$ cat config.mk
export PLATFORM = sky130hd
export DESIGN_NAME = npi_front
export DESIGN_NICKNAME = d
export VERILOG_FILES = /design/src/rtl/npi_pkg.sv /design/src/rtl/npi_front.sv
export SDC_FILE = /design/constraint.sdc
export NUM_CORES = 1
export LEC_CHECK = 0
export ABC_AREA = 1
export BUFFER_PORTS_ARGS = -buffer_cell sky130_fd_sc_hd__buf_2
export CAP_MARGIN = 20
export CORE_UTILIZATION = 53
export DETAILED_ROUTE_END_ITERATION = 16
export PLACE_DENSITY = 0.86
export RECOVER_POWER = 50
export SLEW_MARGIN = 20
export SYNTH_ARGS = -nofsm -noshare
export SYNTH_HDL_FRONTEND = slang
export SYNTH_SLANG_ARGS = --single-unit
$ cat constraint.sdc
create_clock -name clk -period 3.2 [get_ports clk]
set_input_delay 0.16 -clock clk [delete_from_list [all_inputs] [get_ports clk]]
set_output_delay 0.16 -clock clk [all_outputs]
set_load 0.01 [all_outputs]
$ cat src/rtl/npi_pkg.sv
// ----------------------------------------------------------------------------
// npi_pkg
// Shared types and constants for the near-palindrome index block.
// ----------------------------------------------------------------------------
package npi_pkg;

  localparam int IDX_W   = 13;
  localparam int CODE_W  = 8;
  localparam int Q_DEPTH = 4;
  localparam int Q_AW    = 2;

  // Index value that reports "no single removal" or "already a palindrome".
  localparam logic signed [IDX_W-1:0] NONE_IDX = '1;

  typedef struct packed {
    logic [CODE_W-1:0] char_code;
    logic              last_char;
  } npi_in_t;

  typedef struct packed {
    logic signed [IDX_W-1:0] removal_index;
    logic                    length_overflow;
  } npi_out_t;

  // Classified transaction passed from the front end to the search engine.
  typedef struct packed {
    logic [CODE_W-1:0] char_code;
    logic              last_char;
    logic              keep;      // byte fits in the buffer
    logic              overflow;  // string ran past the buffer (valid on last)
  } npi_item_t;

endpackage

$ cat src/rtl/npi_front.sv
// ----------------------------------------------------------------------------
// npi_front
// Input stage: accept bytes, track string length, mark kept or dropped bytes.
// ----------------------------------------------------------------------------
module npi_front import npi_pkg::*; #(
  parameter int MAX_LEN = 4096
) (
  input  logic      clk,
  input  logic      rst_n,
  input  logic      in_valid,
  output logic      in_stall,
  input  npi_in_t   in_data,
  input  logic      q_full,
  output logic      q_push,
  output npi_item_t q_item
);

  localparam int AW = (MAX_LEN > 1) ? $clog2(MAX_LEN) : 1;
  localparam int LW = AW + 1;

  logic [LW-1:0] cnt_r, cnt_nxt;
  logic          ovf_r, ovf_nxt;
  logic          keep;

  assign in_stall = q_full;
  assign q_push   = in_valid && !q_full;
  assign keep     = (cnt_r < LW'(MAX_LEN));

  assign q_item.char_code = in_data.char_code;
  assign q_item.last_char = in_data.last_char;
  assign q_item.keep      = keep;
  assign q_item.overflow  = ovf_r || !keep;

  always_comb begin
    cnt_nxt = cnt_r;
    ovf_nxt = ovf_r;
    if (q_push) begin
      if (in_data.last_char) begin
        // close the string: restart counting for the next one
        cnt_nxt = '0;
        ovf_nxt = 1'b0;
      end else if (keep) begin
        cnt_nxt = cnt_r + LW'(1);
      end else begin
        ovf_nxt = 1'b1;
      end
    end
  end

  always_ff @(posedge clk) begin
    if (!rst_n) begin
      cnt_r <= '0;
      ovf_r <= 1'b0;
    end else begin
      cnt_r <= cnt_nxt;
      ovf_r <= ovf_nxt;
    end
  end

endmodule

* Yosys cells after proc, flatten, opt, wreduce, memory -nomap -nowiden *
Cells that the tools add are included.

storage, ports and cells
  flip-flop bits (word level) = 14
  bits in latches = 0
  RAM bits = 0
  memory bits (read-only) = 0
  input bits = 13
  output and inout port bits = 13
  word-level logic and storage cells = 16
  memories kept = 0

operators by class
  add/subtract/negate cells = 1
  multipliers = 0
  div/mod/pow operators = 0
  order comparisons = 1
  equal/unequal tests = 1
  shifts and indexed selects = 0
  muxes and demuxes = 4
  bitwise gates (word level) = 0
  reductions and logical operators = 7

operators with widths
  cell                   count
  $mux 13                2
  $add 13x1->13 const B  1
  $lt 13x13->1 const B   1
  $reduce_and 2->1       2
  $logic_not 1->1        2
  $mux 1                 2
  $ne 2x1->1 const B     1
  $reduce_bool 2->1      1
  $logic_and 1x1->1      1
  $logic_or 1x1->1       1

* Depth between registers and ports, before layout *
  depth in word-level cells = 3
  mapped depth = 8
  mapped depth without buffers = 7

* Worst setup path before layout *
Ideal clock, no wire load.

  path type = register to register
  start = register cnt_r[1]
  end = register cnt_r[8]
  library setup time = 116 ps
  data arrival time = 983 ps
  data required time = 3084 ps
  setup slack = 2101 ps
  cell stages (with the launch flop) = 7
  buffers on the path = 0
  clock period less this slack = 1099 ps
  path through = dfxtp_1 ha_1 nand3_1 nor2_2 nand3_1 nand2_1 a21oi_2

on the way
  cells in the longest elaborated chain, start to end = 3
  elaborated cells between the ends (all ways) = 6
  classes of those cells = add/sub: 1; order compare: 1; mux: 2; reduce/logical: 2

ends and longest elaborated chain
  what                                           RTL line                          source
  from (decl)                                    npi_front.sv:21                   logic [LW-1:0] cnt_r, cnt_nxt;
  from (signal assigned)                         npi_front.sv:55                   cnt_r <= cnt_nxt;
  $add 13x1->13 or $lt 13x13->1 (tied branches)  npi_front.sv:43, npi_front.sv:27
  $mux 13 or $reduce_bool 2->1 (tied branches)   -
  $mux 13 or $reduce_and 2->1 (tied branches)    -

Several ways; a longest one is shown, not always the timed one. The select of a mux whose other input is x is not followed.
A chain may end at the register's enable or synchronous reset.

* Worst setup path after layout *
  start = register cnt_r[12]
  end = register cnt_r[12]

The elaborated chain is that of the path after synthesis.

==> impl_metrics.yaml <==
outcome:
  outcome: "finished clean"
timing:
  post-route-min-period_ns: 1.30
  worst_pin_slew_ns: 0.518
  grt_setup_unrepaired: "false"
  hold_viol_final: 0
  period_share_pct: 40.5
  fin_worst_skew_ns: 0.00240
  timing.slew.headroom_pct: 65.4
  slew_violations: 0
  setup_viol: 0
  max_freq_mhz: 771
  whs_ns: 0.200
  setup-tns-final_ns: 0
clocking:
  ctsHoldBuffers: 0
  cts_buffers: 3
  clockBufferDepth: 2
  clockRootBuffer: "clkbuf_4"
  clock-sinks: 14
  cts_tree: "built"
  worst_skew_pair.late_latency_ns: 0.27
  cts_setup_buffers: 0
  clk_pin_slew_worst_paths_ns: 0.07
  h-tree-depth: 1
  cts_resized: 0
route:
  via_per_inst: 5.23
  routedWlPerCell_um: 10.4
  dr.pass1.iters: 4
  drt-initial-drc-count: 14
  num_vias: 789
  ant_nets: 0
  routed_wl_um: 1580
  drc: 0
worst_setup_path:
  path_max_fanout: 7
  worstPathRequired_ns: 3.40
  cp_slowest_stage_delay_ns: 0.40
  critPathLaunchType: "register"
  crit_path_end_kind: "register"
  critPathSlowestCell: "nor2_1"
  cp.buffers_inverters: 2
  crit_arrival_ns: 1.50
  crit_family: "simple AND/OR/NAND/NOR gates"
  path_cells: "inv_2, nand2_1, nor2_1, inv_2, nor2_1, nand3_1, o21ai_0"
  path_class: "register to register"
logic_synthesis:
  ys_ff_latch: 14
  synth_top_family_by_area: "simple AND/OR/NAND/NOR gates"
  ys_top_cells_by_area: "dfxtp_1, nand2_1, buf_4"
  synth_edf_count: 0
  synth.mux.area_fraction_pct: 0
  synth_xor_area_share_pct: 0
  syn_inst: 135
  yosys.area.top_type_share_pct: 32.0
  synth-simple-area-share_pct: 38.7
  synth_flop_cell: "dfxtp_1"
  ys_warn_count: 0
  async_reset_ff_share_pct: 0
  ys_seq_area_share_pct: 32.0
  synth_top_area_cell: "dfxtp_1"
  synth_cell_types: 19
  synth_nets: 149
  yosysMostFrequentCell: "nand2_1"
  synth_compound_area_share_pct: 10.4
  synth_area_per_cell_um2: 6.50
  netlist_area_um2: 877
  synthAdderAreaFrac_pct: 1.43
  ys_top_cells_by_count: "nand2_1, nor2_1, dfxtp_1, inv_1, buf_4"
layout:
  fin_cells: 151
  area_growth_pct: -2.71
  nFillCells: 158
  nets: 151
  antenna_cells: 0
  drive_gt1_share_pct: 17.0
run:
  drv_cap: 0
floorplanning:
  die_x_um: 42.7
  die_area_um2: 1820
  io_pins: 26
  core_region_area_um2: 1520
  std_cell_rows: 14
  initial_core_util_pct: 57.6
  dieHeight_um: 42.7
global_routing:
  grt_usage_pct: 19.0
  grt-ovfl-total: 0
  grt_max_degree: 12
  grt_pass1_vias: 659
  grt_pass1_wl_um: 2610
  antenna_found_initial: 0
placed_design:
  dp_cells: 148
  placement.io_buffers: 9
  post-dp-hpwl_um: 1230
  gp_congestion: 0.830
min_path:
  min-delay-path-class: "primary input to register"
power:
  p_leak_nw: 0.356
  vdd_drop_max_uv: 199
  power_density_nw_per_um2: 343
cells by family after synthesis:
family / after synthesis
adders and majority gates: 1
DFF: 14
and+or+nand+nor: 76
buffers and inverters: 28
AOI/OAI and AO/OA: 16
worst register-to-register path: stages (launching register included):
cell	delay [ns]
dfxtp_1	0.33
inv_2	0.09
nand2_1	0.06
nor2_1	0.40
inv_2	0.11
nor2_1	0.10
nand3_1	0.07
o21ai_0	0.07
layout by cell type, fill, tap and decap left out, drive strengths merged, types with 3 or more instances in the layout:
cell,n
a21oi,10
buf,7
clkbuf,5
dfxtp,14
inv,16
nand2,41
nand3,10
nor2,21
nor3,3
o21ai,6
worst paths after layout:
| check | from | endpoint | slack (ns) | cells past startpoint |
|---|---|---|---|---|
| setup reg to reg | cnt_r[12]$_SDFFE_PN0P_ | cnt_r[12]$_SDFFE_PN0P_ | 1.90 | 7 |
| hold reg to reg | ovf_r$_SDFFE_PN0P_ | ovf_r$_SDFFE_PN0P_ | 0.45 | 2 |
| setup / recovery | cnt_r[12]$_SDFFE_PN0P_ | cnt_r[12]$_SDFFE_PN0P_ | 1.90 | 7 |
| hold / removal | rst_n | cnt_r[10]$_SDFFE_PN0P_ | 0.20 | 3 |
cell type report:
class | instances | area (um2) | share of cell area (%)
multi-input cells | 93 | 428 | 50.1
flip-flops and latches | 14 | 280 | 32.8
inverters | 16 | 60.1 | 7.04
repair buffers | 9 | 42.5 | 4.99
clock buffers | 3 | 22.5 | 2.64
well taps | 16 | 20.0 | 2.35
where the power goes:
part	leakage [nW]	total [mW]	internal [mW]	switching (mW)
clock	0.0138	0.0939	0.0436	0.0503
sequential	0.113	0.175	0.175	0.000584
combinational	0.229	0.0235	0.00689	0.0166
total	0.356	0.293	0.225	0.0675
layer usage:
layer / track usage [%] / wire length [um] / up-vias
met3: 2.98 / 80 / 9
li1: - / - / 414
met1: 22.1 / 725 / 345
met5: 0 / 0 / -
met2: 30.6 / 722 / 21
met4: 15.0 / 47 / 0
through the flow:
step,worst slack [ns],instance area [um2],total power [mW],utilization (%)
global route,1.80,853,0.308,56.0
detailed placement,2.01,848,0.205,55.7
finish,1.90,853,0.293,56.0
floorplan,2.10,877,0.209,-
global placement,2.05,848,0.205,55.7
CTS,2.00,871,0.301,57.1
sequential cells by signal, summed over array words and instances (netlist names):
name	count
cnt_r	13
ovf_r	1
Power figures use the tool's default switching activity.
