**config.mk**
```make
export PLATFORM = sky130hd
export DESIGN_NAME = npi_queue
export DESIGN_NICKNAME = d
export VERILOG_FILES = /design/src/rtl/npi_pkg.sv /design/src/rtl/npi_queue.sv
export SDC_FILE = /design/constraint.sdc
export NUM_CORES = 1
export LEC_CHECK = 0
export ABC_AREA = 1
export BUFFER_PORTS_ARGS = -buffer_cell sky130_fd_sc_hd__buf_2
export CORE_MARGIN = 2
export CORE_UTILIZATION = 40
export CTS_BUF_LIST = sky130_fd_sc_hd__clkbuf_16
export CTS_CLUSTER_SIZE = 14
export DETAILED_ROUTE_END_ITERATION = 16
export PLACE_DENSITY = 0.7
export SLEW_MARGIN = 25
export SYNTH_ARGS = -nofsm -noshare
export SYNTH_HDL_FRONTEND = slang
export SYNTH_SLANG_ARGS = --single-unit
```
**constraint.sdc**
```tcl
create_clock -name clk -period 2 [get_ports clk]
set_input_delay 0.2 -clock clk [delete_from_list [all_inputs] [get_ports clk]]
set_output_delay 0.2 -clock clk [all_outputs]
set_load 0.01 [all_outputs]
```
**src/rtl/npi_pkg.sv**
```systemverilog
// ----------------------------------------------------------------------------
// npi_pkg
// Shared types and constants for the near-palindrome index block.
// ----------------------------------------------------------------------------
package npi_pkg;

  localparam int IDX_W   = 13;
  localparam int CODE_W  = 8;
  localparam int Q_DEPTH = 4;
  localparam int Q_AW    = 2;

  // Index value that reports "no single removal" or "already a palindrome".
  localparam logic signed [IDX_W-1:0] NONE_IDX = '1;

  typedef struct packed {
    logic [CODE_W-1:0] char_code;
    logic              last_char;
  } npi_in_t;

  typedef struct packed {
    logic signed [IDX_W-1:0] removal_index;
    logic                    length_overflow;
  } npi_out_t;

  // Classified transaction passed from the front end to the search engine.
  typedef struct packed {
    logic [CODE_W-1:0] char_code;
    logic              last_char;
    logic              keep;      // byte fits in the buffer
    logic              overflow;  // string ran past the buffer (valid on last)
  } npi_item_t;

endpackage

```
**src/rtl/npi_queue.sv**
```systemverilog
// ----------------------------------------------------------------------------
// npi_queue
// Small FIFO that decouples the input stage from the search engine.
// ----------------------------------------------------------------------------
module npi_queue import npi_pkg::*; (
  input  logic      clk,
  input  logic      rst_n,
  input  logic      push,
  input  npi_item_t push_item,
  output logic      full,
  input  logic      pop,
  output logic      head_valid,
  output npi_item_t head_item
);

  npi_item_t       slot_r [Q_DEPTH];
  logic [Q_AW-1:0] wr_ptr_r, rd_ptr_r;
  logic [Q_AW:0]   cnt_r, cnt_nxt;

  assign full       = (cnt_r == (Q_AW+1)'(Q_DEPTH));
  assign head_valid = (cnt_r != '0);
  assign head_item  = slot_r[rd_ptr_r];

  always_comb begin
    cnt_nxt = cnt_r;
    if (push && !pop) cnt_nxt = cnt_r + (Q_AW+1)'(1);
    if (!push && pop) cnt_nxt = cnt_r - (Q_AW+1)'(1);
  end

  always_ff @(posedge clk) begin
    if (push) slot_r[wr_ptr_r] <= push_item;
  end

  always_ff @(posedge clk) begin
    if (!rst_n) begin
      wr_ptr_r <= '0;
      rd_ptr_r <= '0;
      cnt_r    <= '0;
    end else begin
      if (push) wr_ptr_r <= wr_ptr_r + Q_AW'(1);
      if (pop)  rd_ptr_r <= rd_ptr_r + Q_AW'(1);
      cnt_r <= cnt_nxt;
    end
  end

endmodule

```
; ---- Word-level counts from Yosys, hierarchy flattened
; Memory sizes are Yosys's and may differ from the RTL's. A register that Yosys moved wholly into a read port is not among the register bits.
; Index checks and enable logic that the tools add are counted.
[totals]
reg_bits = 7
ramBits = 44
input_bits = 15
output_inout_bits = 13
elab_cells = 21
mem_count = 1
[op_classes]
addsub = 4
eq_ne = 1
n_mux = 6
reduce_logical = 6
[mem_list]
columns = name, depth, width, rd, rd_clocked_by_memory_dff, write_ports, line_no
row1 = slot_r, 4, 11, 1, 1, 1, npi_queue.sv:16  ; npi_item_t slot_r [Q_DEPTH];
[op_table]
columns = cell, count
row1 = 3-bit 2-to-1 mux, 2
row2 = "2-bit by 1-bit adder with 2-bit output, second input constant", 2
row3 = 2-bit 2-to-1 mux, 2
row4 = "3-bit by 1-bit adder with 3-bit output, second input constant", 1
row5 = "3-bit == test, second input constant", 1
row6 = 3-bit nonzero test, 1
row7 = "3-bit by 1-bit subtractor with 3-bit output, second input constant", 1
row8 = 1-bit logical AND, 2
row9 = 1-bit logical NOT, 2
row10 = 1-bit 2-to-1 mux, 2
row11 = 2-bit nonzero test, 1

; ---- Depth between registers and ports, before layout
[logic_depth]
ltp_word = 4
depth_mapped = 10
ltp_nobuf = 10

; ---- Least setup slack after synthesis
; No wires, ideal clock.
[synth_timing]
path_kind = input to register
start = input push
end = register cnt_r[2]
setup_time_ps = 110
arrival_ps = 1117
required_ps = 1890
slack_ps = 773
stages = 10
n_path_buf = 0
path_cell_list = inv_2 ha_1 inv_1 fa_1 inv_1 nand2_1 nand3_1 nand2_1 inv_1 nor2_1
[synth_between]
elab_chain_cells = 3
elab_cells_between_ends = 5
classes_between = mux: 1 / reduce/logical: 4
[synth_lines]
columns = item, line_no
row1 = from (decl), npi_queue.sv:8  ; input logic push,
row2 = 1-bit logical NOT, npi_queue.sv:27  ; if (!push && pop) cnt_nxt = cnt_r - (Q_AW+1)'(1);
row3 = 1-bit logical AND, npi_queue.sv:27
row4 = 3-bit 2-to-1 mux or 2-bit nonzero test (tied branches), n/a
row5 = to (signal assigned), npi_queue.sv:42  ; cnt_r <= cnt_nxt;
row6 = to (decl), npi_queue.sv:18  ; logic [Q_AW:0] cnt_r, cnt_nxt;
; Several ways; a longest one is shown, not always the timed one.
; A chain may end at the register's enable or synchronous reset.

==> summary.log <==
[outcome] result of the run finished, final reports clean
[die] DIE HEIGHT 75.95 µm
[cts] number of clock buffers inserted by TritonCTS 5
[die] overall die width 75.95 µm
[sta] Worst Setup Slack, final 0.3168 ns
[routing] drt total wl 3415 µm
[power_and_ir_drop] power per cell area 1011 nW/µm²
[worst_setup_path] category of the most critical setup path reg2out
[worst_hold_path] startpoint of the lowest-slack hold path push_item[8]
[sta] unrepaired setup endpoints after global routing false
[worst_setup_path] library cell contributing the largest single delay on the critical path sky130_fd_sc_hd__dfxtp_1
[cts] postcts setup bufs 0
[finish] final instance count without filler cells 265
[worst_setup_path] required time reported for the critical path endpoint 1.80 ns
[synthesis] count of state elements after synthesis 53
[worst_setup_path] worst reg-to-reg setup slack 0.62 ns
[cts] CTS Hold Buffers Added 0
[worst_setup_path] kind of end point of the critical path output pin
[worst_setup_path] CP Launch Type flip-flop
[global_route] residual overflow from global routing 0
[placement] post-detail-place hpwl 2249 µm
[synthesis] Async SR Flop Fraction 0
[worst_setup_path] biggest fanout along the worst timing path 14
[cts] clock tree from TritonCTS yes
[finish] final std cell area, no fill 2440 µm²
[finish] proportion of layout cells with a drive suffix above 1 0.2103
[sta] final clock skew 0.002810 ns
[routing] count of TritonRoute iterations in the first routing pass 4
[finish] layout overhead on the synthesized area 17.82%
[global_route] vias in the first global route 1154
[placement] Placed Cells 257
[synthesis] mean area per synthesized cell 12.63 µm²
[sta] number of setup violations in the final report 0
[die] die footprint 5768 µm²
[cts] clock slew at the register clock pins of the worst setup and hold paths 0.07 ns
[synthesis] Cell variety after synth 18
[sta] Final Critical Period 1.683 ns
[sta] Worst Max-Slew Pin Slew 0.5046 ns
[global_route] pin count of the biggest net entering global routing 23
[worst_setup_path] Arrival @ worst endpoint 1.48 ns
[placement] gp weighted congestion 0.7932
[synthesis] sequential share of the synthesized area 0.7251
[routing] per-cell routed wire length 12.89 µm
[synthesis] count of flip-flops with a built-in enable after synthesis 44
[die] Starting Density 0.4107
[routing] count of antenna-violating nets left after detailed routing 0
[synthesis] cell count after synthesis 164
[global_route] layer with the highest usage met2
[cts] sink count of the clock tree 53
[cts] largest buffer count on any clock path 2
[finish] fill count 453
[cts] root buffer cell sky130_fd_sc_hd__clkbuf_16
[global_route] first-pass GRT wire length 5471 µm
[placement] placement-stage cell area 2268 µm²
[sta] Slew Limit Headroom 0.6632
[synthesis] Syn. warnings 0
[synthesis] cell area after synthesis 2071 µm²
[synthesis] post-synthesis net count 185
[worst_setup_path] r2r startpoint wr_ptr_r[0]
[sta] Fmax 594.1 MHz
[power_and_ir_drop] static leakage 0.0009386 µW
[placement] Post-Place Worst Slack 0.5397 ns
[sta] Slew Limit Fails 0
[global_route] number of antenna violations at the first check in global routing 0
[synthesis] cell with the most instances after synthesis sky130_fd_sc_hd__edfxtp_1
[global_route] met3 Usage GRT 0.03571
[die] FP Rows 26
[worst_setup_path] biggest cell delay along the critical path 0.50 ns
[global_route] met1 track demand over resource in global routing 0.1489
[power_and_ir_drop] worst-case vdd ir drop 0.6413 mV
[sta] final sum of negative setup slack 0 ns
[sta] final worst path period share 0.8416
[finish] count of antenna diodes in the layout 0
[global_route] routing usage on met2 0.2080
[synthesis] cell accounting for the most synthesized area sky130_fd_sc_hd__edfxtp_1
[finish] Final Net Count 215
[placement] Port-buffer cells 27
[global_route] overall track demand over capacity in global routing 0.1254
[routing] DRC violation count after routing 0
[cts] Clk Latency, worst-skew pair 0.29 ns
[synthesis] area share of the largest cell type after synthesis 0.6381
[synthesis] top area cells in the synthesized netlist sky130_fd_sc_hd__edfxtp_1 (64%), sky130_fd_sc_hd__dfxtp_1 (8.7%), sky130_fd_sc_hd__o21ai_1 (4.8%)
[routing] post-DR vias/cell 4.713
[worst_hold_path] worst min-delay path class in2reg
[flow_run] max_cap viols 0
[cts] number of levels the H-tree was split into 2
[sta] final hold vios 0
[cts] CTS resizes 0
[routing] DRT iter0 DRCs 91
[synthesis] leading cell types by count after synthesis sky130_fd_sc_hd__edfxtp_1 (44), sky130_fd_sc_hd__nor2_1 (25), sky130_fd_sc_hd__o21ai_1 (20)
[die] top-level I/O count 28
[worst_setup_path] cells traversed along the worst timing path buf_4 -> o21ai_0 -> o22ai_1 -> buf_2
[routing] routed vias 1249
[die] CORE AREA 5042 µm²
[synthesis] Post-synth top flop sky130_fd_sc_hd__edfxtp_1
==> flip-flops by register name, summed over array words and instances, names as in the netlist, named ones only <==
register and flops:
slot_r 44, wr_ptr_r 2, cnt_r 3, rd_ptr_r 2
==> cell type report <==
type                    instances  area (µm²)  share of cell area
multi-input cells              88       465.4              0.1908
flip-flops and latches         53        1501              0.6154
clock buffers                   5       125.1             0.05128
inverters                      17       63.81             0.02615
repair buffers                 29       150.1             0.06154
clock inverters                 3       46.29             0.01897
well taps                      70       87.58             0.03590
==> cell usage in the layout (no fill, tap or decap) <==
| cell type | count |
|---|---|
| sky130_fd_sc_hd__a21oi_1 | 5 |
| sky130_fd_sc_hd__nand3_1 | 2 |
| sky130_fd_sc_hd__inv_2 | 4 |
| sky130_fd_sc_hd__ha_1 | 5 |
| sky130_fd_sc_hd__o21ai_1 | 20 |
| sky130_fd_sc_hd__buf_2 | 27 |
| sky130_fd_sc_hd__nand2_1 | 9 |
| sky130_fd_sc_hd__edfxtp_1 | 44 |
| sky130_fd_sc_hd__buf_4 | 2 |
| sky130_fd_sc_hd__clkinv_1 | 1 |
| sky130_fd_sc_hd__clkinvlp_4 | 1 |
| sky130_fd_sc_hd__o22ai_1 | 11 |
| sky130_fd_sc_hd__nor2_1 | 25 |
| sky130_fd_sc_hd__bufinv_16 | 1 |
| sky130_fd_sc_hd__clkinv_4 | 1 |
| sky130_fd_sc_hd__inv_1 | 12 |
| sky130_fd_sc_hd__o21ai_0 | 8 |
| sky130_fd_sc_hd__nand4_1 | 1 |
| sky130_fd_sc_hd__clkbuf_16 | 5 |
| sky130_fd_sc_hd__dfxtp_1 | 9 |
| sky130_fd_sc_hd__fa_1 | 1 |
| sky130_fd_sc_hd__nor3_1 | 1 |
==> per-layer routing <==
metal | wire length, µm | vias to the layer above
met3 | 123 | 7
met2 | 1657 | 24
met5 | 0 | -
met4 | 72 | 0
li1 | - | 638
met1 | 1562 | 580
==> critical path, delay by kind of cell (launching register included) <==
family / cells / cell delay, ns
compound gates: 2 / 0.28
buf+inv: 2 / 0.42
flops: 1 / 0.50
==> worst paths after layout <==
kind | endpoint | cells past startpoint
max | head_item[10] | 4
min | slot_r[0][8] | 1
max reg2reg | slot_r[0][2] | 4
min reg2reg | rd_ptr_r[1] | 1
==> power by group <==
part           switching (µW)  internal, µW  leakage, µW  total, µW
clock network             369           592    0.0000800        961
logic                     149          85.1     0.000380        234
registers                20.5          1250     0.000479       1270
==> logic make-up after synthesis <==
kind of cell    share of synthesized area
compound gates                     0.1130
fa+ha+maj                         0.03988
buf+inv                           0.05015
flops                              0.7251
simple gates                      0.07190
==> through the flow <==
step,hold WS [ns],total power (µW),utilization
finish,0.1233,2467,0.4839
global route,0.1156,2574,0.4839
CTS,0.1149,2492,0.4839
detailed placement,0.4181,1533,0.4499
global placement,0.4147,1528,0.4499
floorplan,0.2989,1443,-
No activity file was read; power rests on OpenSTA's default activity.
